===== config.mk =====
export PLATFORM = sky130hd
export DESIGN_NAME = signed_radix_digit_adder_top
export DESIGN_NICKNAME = d
export VERILOG_FILES = /design/src/rtl/core/sradd_pkg.sv /design/src/rtl/core/sradd_ram.sv /design/src/rtl/core/sradd_digit_alu.sv /design/src/rtl/core/signed_radix_digit_adder_top.sv
export SDC_FILE = /design/constraint.sdc
export NUM_CORES = 1
export LEC_CHECK = 0
export ABC_AREA = 0
export BUFFER_PORTS_ARGS = -buffer_cell sky130_fd_sc_hd__buf_2
export CORE_MARGIN = 4
export CORE_UTILIZATION = 55
export DETAILED_ROUTE_END_ITERATION = 8
export PLACE_DENSITY_LB_ADDON = 0.08
export SLEW_MARGIN = 15
export SYNTH_ARGS = -nofsm -noshare
export SYNTH_HDL_FRONTEND = slang
export SYNTH_SLANG_ARGS = --single-unit

===== constraint.sdc =====
create_clock -name clk -period 4.85 [get_ports clk]
set_clock_uncertainty 0.1 [all_clocks]
set_input_delay 0.7275 -clock clk [delete_from_list [all_inputs] [get_ports clk]]
set_output_delay 0.7275 -clock clk [all_outputs]
set_load 0.005 [all_outputs]

===== src/rtl/core/sradd_pkg.sv =====
`timescale 1ns / 1ps

package sradd_pkg;

    // Digit and store geometry
    localparam int DIG_W      = 6;
    localparam int MAX_DIGITS = 32;
    localparam int ADDR_W     = $clog2(MAX_DIGITS);
    localparam int CNT_W      = $clog2(MAX_DIGITS + 1);
    localparam int SUM_W      = DIG_W + 2;

    // Radix limits and reset value
    localparam logic [DIG_W-1:0] RADIX_RESET = DIG_W'(17);
    localparam logic [DIG_W-1:0] RADIX_MIN   = DIG_W'(2);
    localparam logic [DIG_W-1:0] RADIX_MAX   = DIG_W'(36);

    // Error codes
    localparam logic [1:0] ERR_NONE  = 2'd0;
    localparam logic [1:0] ERR_DIGIT = 2'd1;
    localparam logic [1:0] ERR_COUNT = 2'd2;

    typedef struct packed {
        logic [DIG_W-1:0] digit_a;
        logic [DIG_W-1:0] digit_b;
        logic             negative_a;
        logic             negative_b;
        logic             last_digit;
    } in_item_t;

    typedef struct packed {
        logic [DIG_W-1:0] result_digit;
        logic             result_negative;
        logic [1:0]       error_code;
        logic             last_result;
    } out_item_t;

    // Control of the digit ALU
    typedef struct packed {
        logic             sub;
        logic             swap;
        logic [DIG_W-1:0] radix;
    } alu_ctrl_t;

endpackage


===== src/rtl/core/sradd_ram.sv =====
`timescale 1ns / 1ps

module sradd_ram #(
    parameter int WIDTH = 8,
    parameter int DEPTH = 32
) (
    input  logic                     clk,
    input  logic                     we,
    input  logic [$clog2(DEPTH)-1:0] waddr,
    input  logic [WIDTH-1:0]         wdata,
    input  logic [$clog2(DEPTH)-1:0] raddr,
    output logic [WIDTH-1:0]         rdata
);

    logic [WIDTH-1:0] mem [DEPTH];

    // One write port, registered read port
    always_ff @(posedge clk)
    begin
        if (we)
        begin
            mem[waddr] <= wdata;
        end
        rdata <= mem[raddr];
    end

endmodule


===== src/rtl/core/sradd_digit_alu.sv =====
`timescale 1ns / 1ps

module sradd_digit_alu (
    input  sradd_pkg::alu_ctrl_t            ctrl,
    input  logic [sradd_pkg::DIG_W-1:0]     digit_a,
    input  logic [sradd_pkg::DIG_W-1:0]     digit_b,
    input  logic                            carry_in,
    output logic [sradd_pkg::DIG_W-1:0]     digit_out,
    output logic                            carry_out,
    output logic                            bad_digit
);

    logic [sradd_pkg::DIG_W-1:0] big;
    logic [sradd_pkg::DIG_W-1:0] small_d;
    logic [sradd_pkg::SUM_W-1:0] rad;
    logic [sradd_pkg::SUM_W-1:0] sum;
    logic [sradd_pkg::SUM_W-1:0] diff;
    logic [sradd_pkg::SUM_W-1:0] res;

    // One digit position: add with carry or subtract with borrow, mod radix
    always_comb
    begin
        big     = ctrl.swap ? digit_b : digit_a;
        small_d = ctrl.swap ? digit_a : digit_b;
        rad     = sradd_pkg::SUM_W'(ctrl.radix);
        sum     = sradd_pkg::SUM_W'(digit_a) + sradd_pkg::SUM_W'(digit_b)
                  + sradd_pkg::SUM_W'(carry_in);
        diff    = sradd_pkg::SUM_W'(big) - sradd_pkg::SUM_W'(small_d)
                  - sradd_pkg::SUM_W'(carry_in);
        if (ctrl.sub)
        begin
            // negative difference wraps by one radix
            if (diff[sradd_pkg::SUM_W-1])
            begin
                res       = diff + rad;
                carry_out = 1'b1;
            end
            else
            begin
                res       = diff;
                carry_out = 1'b0;
            end
        end
        else
        begin
            // valid digits keep the sum below twice the radix
            if (sum >= rad)
            begin
                res       = sum - rad;
                carry_out = 1'b1;
            end
            else
            begin
                res       = sum;
                carry_out = 1'b0;
            end
        end
        digit_out = res[sradd_pkg::DIG_W-1:0];
        bad_digit = (digit_a >= ctrl.radix) || (digit_b >= ctrl.radix);
    end

endmodule


===== src/rtl/core/signed_radix_digit_adder_top.sv =====
`timescale 1ns / 1ps

// Sign-magnitude adder in a radix of 2 to 36 (register radix, reset 17; other values
// clamp). Operand digit pairs enter most significant first, one transaction per cycle
// while busy is low; up to 32 pairs are stored, more are dropped and flagged. The pair
// with last_digit set starts the computation and raises busy. A digit-serial pass then
// walks the stored pairs least significant first through one digit ALU (one operand
// memory read per cycle), followed by an emit pass that reads the result memory most
// significant first; a leading carry digit is shown before the stored digits. Results
// appear on result for one cycle each, marked by result_strobe; the receiver cannot
// stall them. Any error gives a single result with error_code set, right after the
// digit-serial pass.
// busy falls in the cycle the final result is shown. Write the radix only while idle.
module signed_radix_digit_adder_top (
    input  logic                            clk,
    input  logic                            rst_n,
    input  logic                            start,
    output logic                            busy,
    input  sradd_pkg::in_item_t             in_item,
    input  logic                            cfg_we,
    input  logic [sradd_pkg::DIG_W-1:0]     cfg_wdata,
    output logic                            result_strobe,
    output sradd_pkg::out_item_t            result
);

    typedef enum logic [1:0] {
        ST_LOAD,
        ST_COMPUTE,
        ST_EMIT
    } state_t;

    typedef enum logic [1:0] {
        ORD_EQUAL,
        ORD_A,
        ORD_B
    } order_t;

    localparam int DW = sradd_pkg::DIG_W;
    localparam int AW = sradd_pkg::ADDR_W;
    localparam int CW = sradd_pkg::CNT_W;

    state_t               state_reg, state_next;
    order_t               order_reg, order_next;
    logic [CW-1:0]        count_reg, count_next;
    logic [1:0]           sign_reg, sign_next;
    logic [1:0]           err_reg, err_next;
    logic [DW-1:0]        radix_reg, radix_next;
    logic [AW-1:0]        idx_reg, idx_next;
    logic                 issue_reg, issue_next;
    logic                 rd_vld_reg, rd_vld_next;
    logic [AW-1:0]        rd_idx_reg, rd_idx_next;
    logic                 carry_reg, carry_next;
    sradd_pkg::out_item_t out_reg, out_next;
    logic                 strobe_reg, strobe_next;

    logic [DW-1:0]        eff_radix;
    logic                 accept;
    logic                 room;
    logic                 in_bad;
    logic                 same_sign;
    logic                 neg;
    logic [AW-1:0]        last_idx;
    logic                 last_pos;
    logic [1:0]           err_all;

    logic                 op_we;
    logic [2*DW-1:0]      op_wdata;
    logic [2*DW-1:0]      op_rdata;
    logic                 res_we;
    logic [DW-1:0]        res_rdata;

    sradd_pkg::alu_ctrl_t alu_ctrl;
    logic [DW-1:0]        alu_digit;
    logic                 alu_carry;
    logic                 alu_bad;

    // Clamped radix and per-number decisions
    always_comb
    begin
        if (radix_reg < sradd_pkg::RADIX_MIN)
        begin
            eff_radix = sradd_pkg::RADIX_MIN;
        end
        else if (radix_reg > sradd_pkg::RADIX_MAX)
        begin
            eff_radix = sradd_pkg::RADIX_MAX;
        end
        else
        begin
            eff_radix = radix_reg;
        end
    end

    assign accept    = start && (state_reg == ST_LOAD);
    assign room      = count_reg < CW'(sradd_pkg::MAX_DIGITS);
    assign in_bad    = (in_item.digit_a >= eff_radix) || (in_item.digit_b >= eff_radix);
    assign same_sign = sign_reg[0] == sign_reg[1];
    assign last_idx  = AW'(count_reg - CW'(1));
    assign last_pos  = rd_idx_reg == last_idx;
    assign err_all   = {err_reg[1], err_reg[0] | alu_bad};

    always_comb
    begin
        if (same_sign)
        begin
            neg = sign_reg[0];
        end
        else if (order_reg == ORD_B)
        begin
            neg = sign_reg[1];
        end
        else if (order_reg == ORD_A)
        begin
            neg = sign_reg[0];
        end
        else
        begin
            neg = 1'b0;
        end
    end

    // Operand store: both digits of a position in one word
    assign op_we    = accept && room;
    assign op_wdata = {in_item.digit_a, in_item.digit_b};

    sradd_ram #(
        .WIDTH (2 * DW),
        .DEPTH (sradd_pkg::MAX_DIGITS)
    ) u_op_ram (
        .clk   (clk),
        .we    (op_we),
        .waddr (count_reg[AW-1:0]),
        .wdata (op_wdata),
        .raddr (idx_reg),
        .rdata (op_rdata)
    );

    // Digit ALU on the pair read back
    assign alu_ctrl.sub   = !same_sign;
    assign alu_ctrl.swap  = order_reg == ORD_B;
    assign alu_ctrl.radix = eff_radix;

    sradd_digit_alu u_alu (
        .ctrl      (alu_ctrl),
        .digit_a   (op_rdata[2*DW-1:DW]),
        .digit_b   (op_rdata[DW-1:0]),
        .carry_in  (carry_reg),
        .digit_out (alu_digit),
        .carry_out (alu_carry),
        .bad_digit (alu_bad)
    );

    // Result digits, same position as the operands
    assign res_we = (state_reg == ST_COMPUTE) && rd_vld_reg;

    sradd_ram #(
        .WIDTH (DW),
        .DEPTH (sradd_pkg::MAX_DIGITS)
    ) u_res_ram (
        .clk   (clk),
        .we    (res_we),
        .waddr (rd_idx_reg),
        .wdata (alu_digit),
        .raddr (idx_reg),
        .rdata (res_rdata)
    );

    // Sequencer next state
    always_comb
    begin
        state_next  = state_reg;
        order_next  = order_reg;
        count_next  = count_reg;
        sign_next   = sign_reg;
        err_next    = err_reg;
        radix_next  = cfg_we ? cfg_wdata : radix_reg;
        idx_next    = idx_reg;
        issue_next  = issue_reg;
        rd_vld_next = 1'b0;
        rd_idx_next = idx_reg;
        carry_next  = carry_reg;
        out_next    = out_reg;
        strobe_next = 1'b0;

        unique case (state_reg)
            ST_LOAD:
            begin
                if (accept)
                begin
                    if (count_reg == '0)
                    begin
                        sign_next = {in_item.negative_b, in_item.negative_a};
                    end
                    if (!room)
                    begin
                        err_next[1] = 1'b1;
                    end
                    else
                    begin
                        err_next[0] = err_reg[0] | in_bad;
                        count_next  = count_reg + CW'(1);
                        if ((order_reg == ORD_EQUAL) && (in_item.digit_a != in_item.digit_b))
                        begin
                            order_next = (in_item.digit_a > in_item.digit_b) ? ORD_A : ORD_B;
                        end
                    end
                    if (in_item.last_digit)
                    begin
                        state_next = ST_COMPUTE;
                        idx_next   = room ? count_reg[AW-1:0] : AW'(sradd_pkg::MAX_DIGITS - 1);
                        issue_next = 1'b1;
                        carry_next = 1'b0;
                    end
                end
            end

            ST_COMPUTE:
            begin
                // issue reads from the least significant position down
                if (issue_reg)
                begin
                    rd_vld_next = 1'b1;
                    if (idx_reg == '0)
                    begin
                        issue_next = 1'b0;
                    end
                    else
                    begin
                        idx_next = idx_reg - AW'(1);
                    end
                end
                if (rd_vld_reg)
                begin
                    err_next[0] = err_all[0];
                    carry_next  = alu_carry;
                    if (rd_idx_reg == '0)
                    begin
                        if (err_all != 2'b00)
                        begin
                            out_next.result_digit    = '0;
                            out_next.result_negative = 1'b0;
                            out_next.error_code      = err_all[0] ? sradd_pkg::ERR_DIGIT
                                                                  : sradd_pkg::ERR_COUNT;
                            out_next.last_result     = 1'b1;
                            strobe_next = 1'b1;
                            state_next  = ST_LOAD;
                            count_next  = '0;
                            order_next  = ORD_EQUAL;
                            sign_next   = 2'b00;
                            err_next    = 2'b00;
                        end
                        else
                        begin
                            // leading carry digit goes out first
                            if (same_sign && alu_carry)
                            begin
                                out_next.result_digit    = DW'(1);
                                out_next.result_negative = neg;
                                out_next.error_code      = sradd_pkg::ERR_NONE;
                                out_next.last_result     = 1'b0;
                                strobe_next = 1'b1;
                            end
                            state_next = ST_EMIT;
                            idx_next   = '0;
                            issue_next = 1'b1;
                        end
                    end
                end
            end

            ST_EMIT:
            begin
                // read results from the most significant position up
                if (issue_reg)
                begin
                    rd_vld_next = 1'b1;
                    if (idx_reg == last_idx)
                    begin
                        issue_next = 1'b0;
                    end
                    else
                    begin
                        idx_next = idx_reg + AW'(1);
                    end
                end
                if (rd_vld_reg)
                begin
                    out_next.result_digit    = res_rdata;
                    out_next.result_negative = neg;
                    out_next.error_code      = sradd_pkg::ERR_NONE;
                    out_next.last_result     = last_pos;
                    strobe_next = 1'b1;
                    if (last_pos)
                    begin
                        state_next  = ST_LOAD;
                        issue_next  = 1'b0;
                        rd_vld_next = 1'b0;
                        count_next  = '0;
                        order_next  = ORD_EQUAL;
                        sign_next   = 2'b00;
                        err_next    = 2'b00;
                    end
                end
            end

            default:
            begin
                state_next = ST_LOAD;
            end
        endcase
    end

    // State and registered outputs
    always_ff @(posedge clk or negedge rst_n)
    begin
        if (!rst_n)
        begin
            state_reg  <= ST_LOAD;
            order_reg  <= ORD_EQUAL;
            count_reg  <= '0;
            sign_reg   <= 2'b00;
            err_reg    <= 2'b00;
            radix_reg  <= sradd_pkg::RADIX_RESET;
            issue_reg  <= 1'b0;
            rd_vld_reg <= 1'b0;
            carry_reg  <= 1'b0;
            strobe_reg <= 1'b0;
        end
        else
        begin
            state_reg  <= state_next;
            order_reg  <= order_next;
            count_reg  <= count_next;
            sign_reg   <= sign_next;
            err_reg    <= err_next;
            radix_reg  <= radix_next;
            issue_reg  <= issue_next;
            rd_vld_reg <= rd_vld_next;
            carry_reg  <= carry_next;
            strobe_reg <= strobe_next;
        end
    end

    // Payload registers
    always_ff @(posedge clk)
    begin
        idx_reg    <= idx_next;
        rd_idx_reg <= rd_idx_next;
        out_reg    <= out_next;
    end

    assign busy          = state_reg != ST_LOAD;
    assign result_strobe = strobe_reg;
    assign result        = out_reg;

    // Checks
    a_mid_result_busy: assert property (@(posedge clk) disable iff (!rst_n)
        result_strobe && !result.last_result |-> busy)
        else $error("non-final result while idle");

    a_error_single: assert property (@(posedge clk) disable iff (!rst_n)
        result_strobe && (result.error_code != sradd_pkg::ERR_NONE)
        |-> result.last_result && (result.result_digit == '0))
        else $error("error result malformed");

    a_last_starts: assert property (@(posedge clk) disable iff (!rst_n)
        start && !busy && in_item.last_digit |=> busy)
        else $error("last pair did not start computation");

    a_idle_after_last: assert property (@(posedge clk) disable iff (!rst_n)
        $fell(busy) |-> result_strobe && result.last_result)
        else $error("busy dropped without final result");

endmodule


Word level (Yosys, flattened, before mapping)
Memory sizes are Yosys's and may differ from the RTL's. A register that Yosys moved wholly into a read port is not among the register bits.
Index checks and enable logic that the tools add are counted.
Word-level totals
  latch bits: 0
  ROM bits: 0
  memory bits (writable): 576
  output and inout port bits: 12
  word-level logic and storage cells: 184
  flip-flop bits (word level): 44
  memories kept: 2
  bits of input ports: 25
Memories
  u_op_ram.mem: words 32, bits a word 12, rd ports 1, clocked after Yosys merged registers in 1, wr ports 1, RTL line sradd_ram.sv:15  | logic [WIDTH-1:0] mem [DEPTH];
  u_res_ram.mem: words 32, bits a word 6, rd ports 1, clocked after Yosys merged registers in 1, wr ports 1, RTL line sradd_ram.sv:15
Operators by class
  mux-type cells: 95
  bitwise gates (word level): 2
  $add $sub $neg: 10
  reduce and logical (&&, ||, !) cells: 27
  equal/unequal tests: 22
  divide/modulo/power cells: 0
  multiply operators: 0
  shift-type cells: 0
  order comparisons: 9
Operators with widths (count)
  two-way mux 6 bit: 14
  two-way mux 10 bit: 5
  two-way mux 5 bit: 10
  two-way mux 2 bit: 21
  two-way mux 1 bit: 34
  greater-or-equal comparator 6 bit: 4
  case mux 2 bit (3 select lines): 4
  AND reduction 8 bit: 3
  case mux 10 bit (2 select lines): 1
  != test 2 bit (second input constant): 9
  case mux 6 bit (3 select lines): 1
  case mux 5 bit (3 select lines): 1
  AND reduction 6 bit: 2
  equality test 5 bit: 2
  logical NOT 5 bit: 2
  AND reduction 5 bit: 2
  subtractor 5 x 1 -> 5 bit (second input constant): 2
  AND reduction 9 bit: 1
  adder 7 x 1 -> 8 bit: 1
  greater-or-equal comparator 8 x 6 -> 1 bit: 1
  != test 2 x 1 -> 1 bit (second input constant): 4
  nonzero test 2 bit: 4
  subtractor 8 x 1 -> 8 bit: 1
  adder 6 x 6 -> 7 bit: 1
  24 further kinds: 35

Longest topological paths before layout
  word-level depth: 12
  depth in mapped cells: 15
  gate-level depth less buffers: 15

Hierarchy
Synthesis repeated with hierarchy kept, for this count alone.
Second synthesis, totals
  cells, all modules: 1704
  area total of the unflattened synthesis: 27579.0 µm²
Modules (own cells, without submodules)
  sradd_ram at u_op_ram: sequential area each 11771.3 µm², cells each 868, area an instance 15468.6 µm², instances 1
  sradd_ram at u_res_ram: sequential area each 5885.6 µm², cells each 323, area an instance 7589.8 µm², instances 1
  signed_radix_digit_adder_top: sequential area each 1153.6 µm², cells each 321, area an instance 3044.2 µm², instances 1
  sradd_digit_alu: sequential area each 0.0 µm², cells each 192, area an instance 1476.4 µm², instances 1

Least setup slack after synthesis
OpenSTA, ideal clock, no wires.
  path kind: register to register
  from: reg u_op_ram.rdata[0], read port of u_op_ram.mem
  to: mem u_res_ram.mem[0][0] (netlist name) (data pin)
  path slack: 0.617 ns
  arrival: 3.743 ns
  clock period less this slack: 4.233 ns
  stages on the path, launching flop included: 15
  path through: dfxtp_1 > inv_1 > fa_1 > fa_1 > inv_1 > a21oi_1 > o21ai_1 > xor2_1 > ha_1 > inv_1 > a31oi_1 > o21ai_1 > o211ai_2 > mux2_4 > o221ai_1
Between the ends
  cells in the longest elaborated chain, start to end: 6
  elaborated cells on any way between the ends: 12
  those cells by class: add/sub: 6; order compare: 1; mux: 5
Ends and longest elaborated chain
  from (decl): RTL line sradd_ram.sv:12  | output logic [WIDTH-1:0] rdata
  two-way mux 6 bit, on equally long branches: RTL line sradd_digit_alu.sv:23, sradd_digit_alu.sv:24
  subtractor 6 x 6 -> 7 bit: RTL line sradd_digit_alu.sv:28  | diff = sradd_pkg::SUM_W'(big) - sradd_pkg::SUM_W'(small_d)
  subtractor 8 x 1 -> 8 bit: RTL line sradd_digit_alu.sv:29  | - sradd_pkg::SUM_W'(carry_in);
  adder 6 bit: RTL line sradd_digit_alu.sv:35  | res = diff + rad;
  two-way mux 6 bit: RTL line sradd_digit_alu.sv:33  | if (diff[sradd_pkg::SUM_W-1])
  two-way mux 6 bit *: RTL line sradd_digit_alu.sv:30  | if (ctrl.sub)
  named net alu_digit[0]: RTL line signed_radix_digit_adder_top.sv:73  | logic [DW-1:0] alu_digit;
  to (decl): RTL line sradd_ram.sv:15
Mark *: on every way through the listed nets, which the timed path passes. The rest lies on a longest branch.

Worst setup path in the final report
  from: reg u_op_ram.rdata[0], read port of u_op_ram.mem
  to: mem u_res_ram.mem[24][2] (netlist name) (data pin)
The elaborated chain is that of the path after synthesis.

==> out/qor.csv <==
stage,metric,value,unit
run_status,status,finished clean,
floorplanning,start_util,55.9,%
synthesis,synth_xor_area_share,1.33,%
drt,detail-route-antenna-nets,0,
final_layout,nets,1598,
timing,hold_slack,0.0739,ns
timing,fin_ws,0.838,ns
grt,grt_pass1_wl,89700,µm
power,seqPwrFrac,38.0,%
setup_path,crit_fanout,24,
grt,grt-ovfl-total,0,
clock_network,clk_latency,0.60,ns
synthesis,synth.distinct_cells,73,
synthesis,synth-compound-area-share,3.32,%
timing,hold_viol,0,
floorplanning,rows,80,
drt,drc_errors,0,
power,p_int,15100,µW
place,hpwl,37000,µm
synthesis,synthCells,1418,
synthesis,yosysSeqAreaShare,70.0,%
floorplanning,die_x,229,µm
timing,min_period,4.01,ns
drt,first_pass_iters,5,
place,gp_congestion,0.808,
synthesis,yosysTopAreaCellShare,66.0,%
final_layout,reg_top3,"u_op_ram.mem (384), u_res_ram.mem (192), u_op_ram.rdata (12)",
drt,vias,13534,
power,switching_share,34.5,%
setup_path,crit_path_start_kind,flop,
power,p_per_area,764,nW/µm²
clock_network,htreeDepth,3,
grt,first_global_vias,13575,
setup_path,cp-end-kind,flop,
place,preCtsSetupSlack,0.895,ns
synthesis,async_flop_share,3.76,%
timing,slew_violations,0,
grt,antenna_found_initial,2,
grt,grt_max_degree,92,
timing,tns,0,ns
final_layout,top_register,u_op_ram.mem,
synthesis,ys_ff_latch,638,
final_layout,finish.utilization,63.0,%
synthesis,synthTopCellsByCount,"edfxtp_1 (591), mux4_2 (180), nor2_1 (90), ha_1 (60), clkbuf_1 (54)",
timing,worstMarginPinSlew,1.14,ns
power,peakVddDrop,0.879,mV
floorplanning,die-area,52500,µm²
synthesis,synth.top_cells.by_area,"edfxtp_1 (66%), mux4_2 (15%), ha_1 (2.8%)",
clock_network,clock_path_buffers,3,
final_layout,syn_to_final_growth,12.6,%
power,leakage,0.0101,µW
drt,wl_per_cell,27.2,µm
setup_path,required,5.16,ns
timing,maxSlewHeadroom,24.1,%
synthesis,yosys.area_share.adder,3.09,%
clock_network,cts_tree,done,
power,combinationalPowerShare,39.8,%
timing,clock.fmax,0.249,GHz
synthesis,synthMuxAreaShare,16.7,%
clock_network,cts-resized-gates,0,
clock_network,numCtsBuffers,68,
place,io_buffers,36,
timing,finalSetupViolCount,0,
power,p_sw,7990,µW
power,clkPwrFrac,22.2,%
floorplanning,io-pin-count,37,
synthesis,synth_warnings,0,
synthesis,yosys.area_share.simple,3.84,%
drt,routed_wl,59100,µm
synthesis,synth_edf_count,591,
clock_network,clk_pin_slew,0.06,ns
synthesis,syn_nets,1507,
clock_network,root_buffer,clkbuf_16,
drt,post_drt_via_cell_ratio,6.22,
setup_path,worstSetupPathType,flop to flop,
power,design_power_total,23100,µW
synthesis,ys.flop_type,edfxtp_1,
synthesis,yosysTopAreaCell,edfxtp_1,
drt,drt-initial-drc-count,1630,
timing,fin_crit_sh,82.7,%
synthesis,synth_top_family_by_area,multiplexers,
grt,grt_util_all_layers,23.0,%
floorplanning,core_region_area,48000,µm²
floorplanning,die_h,229,µm
worst_hold_path,holdCritPathClass,input pin to asynchronous set/reset pin,
clock_network,cts.sinks,638,
setup_path,critPathArrivalTime,4.33,ns
final_layout,largest_reg_flops,384,
run,drv_cap,0,
synthesis,yosysMostFrequentCell,edfxtp_1,
final_layout,drive_above_1_share,26.9,%
synthesis,syn_avg_cell_area,19.0,µm²
synthesis,syn_area,26900,µm²
timing,rsz0062_at_grt,no,
clock_network,cts_setup_buffers,0,
clock_network,cts_hold_buf,0,
[cells by family (layout without fill, tap and decap cells)]
group	Yosys count	in the layout
simple gates	211	211
flops	638	638
other cells	0	1
fa+ha+maj	64	64
mux	219	219
buf+inv	119	260
xor+xnor	40	40
compound gates	127	127
[routing by layer]
layer  global-route usage [%]  wire [µm]
met5                        0          0
met4                     5.82       1250
met3                     4.46       4000
met2                     34.8      27700
met1                     35.2      26100
[through the flow]
| stage | cell area [µm²] | std cells |
|---|---|---|
| 6_report | 30300 | 2175 |
| 3_3_place_gp | 28000 | 2054 |
| 5_1_grt | 30300 | 2174 |
| 2_1_floorplan | 26900 | 1418 |
| 4_1_cts | 30300 | 2174 |
| 3_5_place_dp | 28000 | 2054 |
[power groups by stage]
stage | Combinational [µW] | Sequential, µW | Clock, µW
after floorplan | 6400 | 8600 | 0
after global placement | 9060 | 8880 | 0
after detailed placement | 9210 | 8900 | 0
after CTS | 9270 | 8790 | 5240
after global routing | 10100 | 8830 | 5500
final | 9210 | 8790 | 5140
[worst paths after layout]
| kind | from | to | slack, ns | cells past startpoint |
|---|---|---|---|---|
| max in group asynchronous | rst_n | carry_reg | 4.13 | 1 |
| min in group clk | cfg_wdata[5] | radix_reg[5] | 0.25 | 3 |
| hold / removal | rst_n | sign_reg[1] | 0.07 | 1 |
| hold reg to reg | u_res_ram.rdata[3] | result[7] | 0.42 | 1 |
| setup / recovery | u_op_ram.rdata[0] | u_res_ram.mem[24][2] | 0.84 | 14 |
| setup reg to reg | u_op_ram.rdata[0] | u_res_ram.mem[24][2] | 0.84 | 14 |
[worst max-delay path, stage by stage, from the launching register on]
cell      delay (ns)
dfxtp_1         0.41
inv_1           0.11
fa_1            0.44
fa_1            0.42
xnor2_1         0.23
ha_1            0.31
nor2b_1         0.15
o21ai_1         0.16
a31oi_1         0.11
o21ai_1         0.16
o211ai_2        0.24
mux2_2          0.29
nor2_1          0.04
a21oi_2         0.34
buf_4           0.32
[cells in the final DEF, fill, tap and decap left out, drive strengths merged, types with 3 or more instances in the layout]
| cell | instances |
|---|---|
| nand3 | 16 |
| a211o | 3 |
| clkbuf | 86 |
| buf | 90 |
| dfrtp | 22 |
| xor2 | 11 |
| nand2 | 31 |
| fa | 4 |
| nand3b | 13 |
| o21ai | 23 |
| a31oi | 7 |
| bufinv | 6 |
| o311ai | 3 |
| a211oi | 4 |
| o31a | 3 |
| nand4 | 4 |
| a21o | 14 |
| nand2b | 9 |
| dfxtp | 23 |
| nor3 | 13 |
| mux2 | 32 |
| edfxtp | 591 |
| o211a | 3 |
| nor2 | 90 |
| clkinv | 26 |
| o211ai | 6 |
| or3 | 3 |
| mux2i | 7 |
| ha | 60 |
| a21oi | 35 |
| inv | 51 |
| nor2b | 12 |
| o41ai | 3 |
| o31ai | 3 |
| a31o | 3 |
| xnor2 | 29 |
| and2 | 6 |
| mux4 | 180 |
[final cells by class]
cell class / count / area [µm²]
Antenna cell: 1 / 2.50
Clock inverter: 34 / 345
Clock buffer: 86 / 1890
Timing Repair Buffer: 90 / 636
Tap cell: 615 / 769
Inverter: 50 / 188
Fill cell: 3324 / 17800
Sequential cell: 638 / 18800
Multi-Input combinational cell: 661 / 7630
No activity file was read; power rests on OpenSTA's default activity.
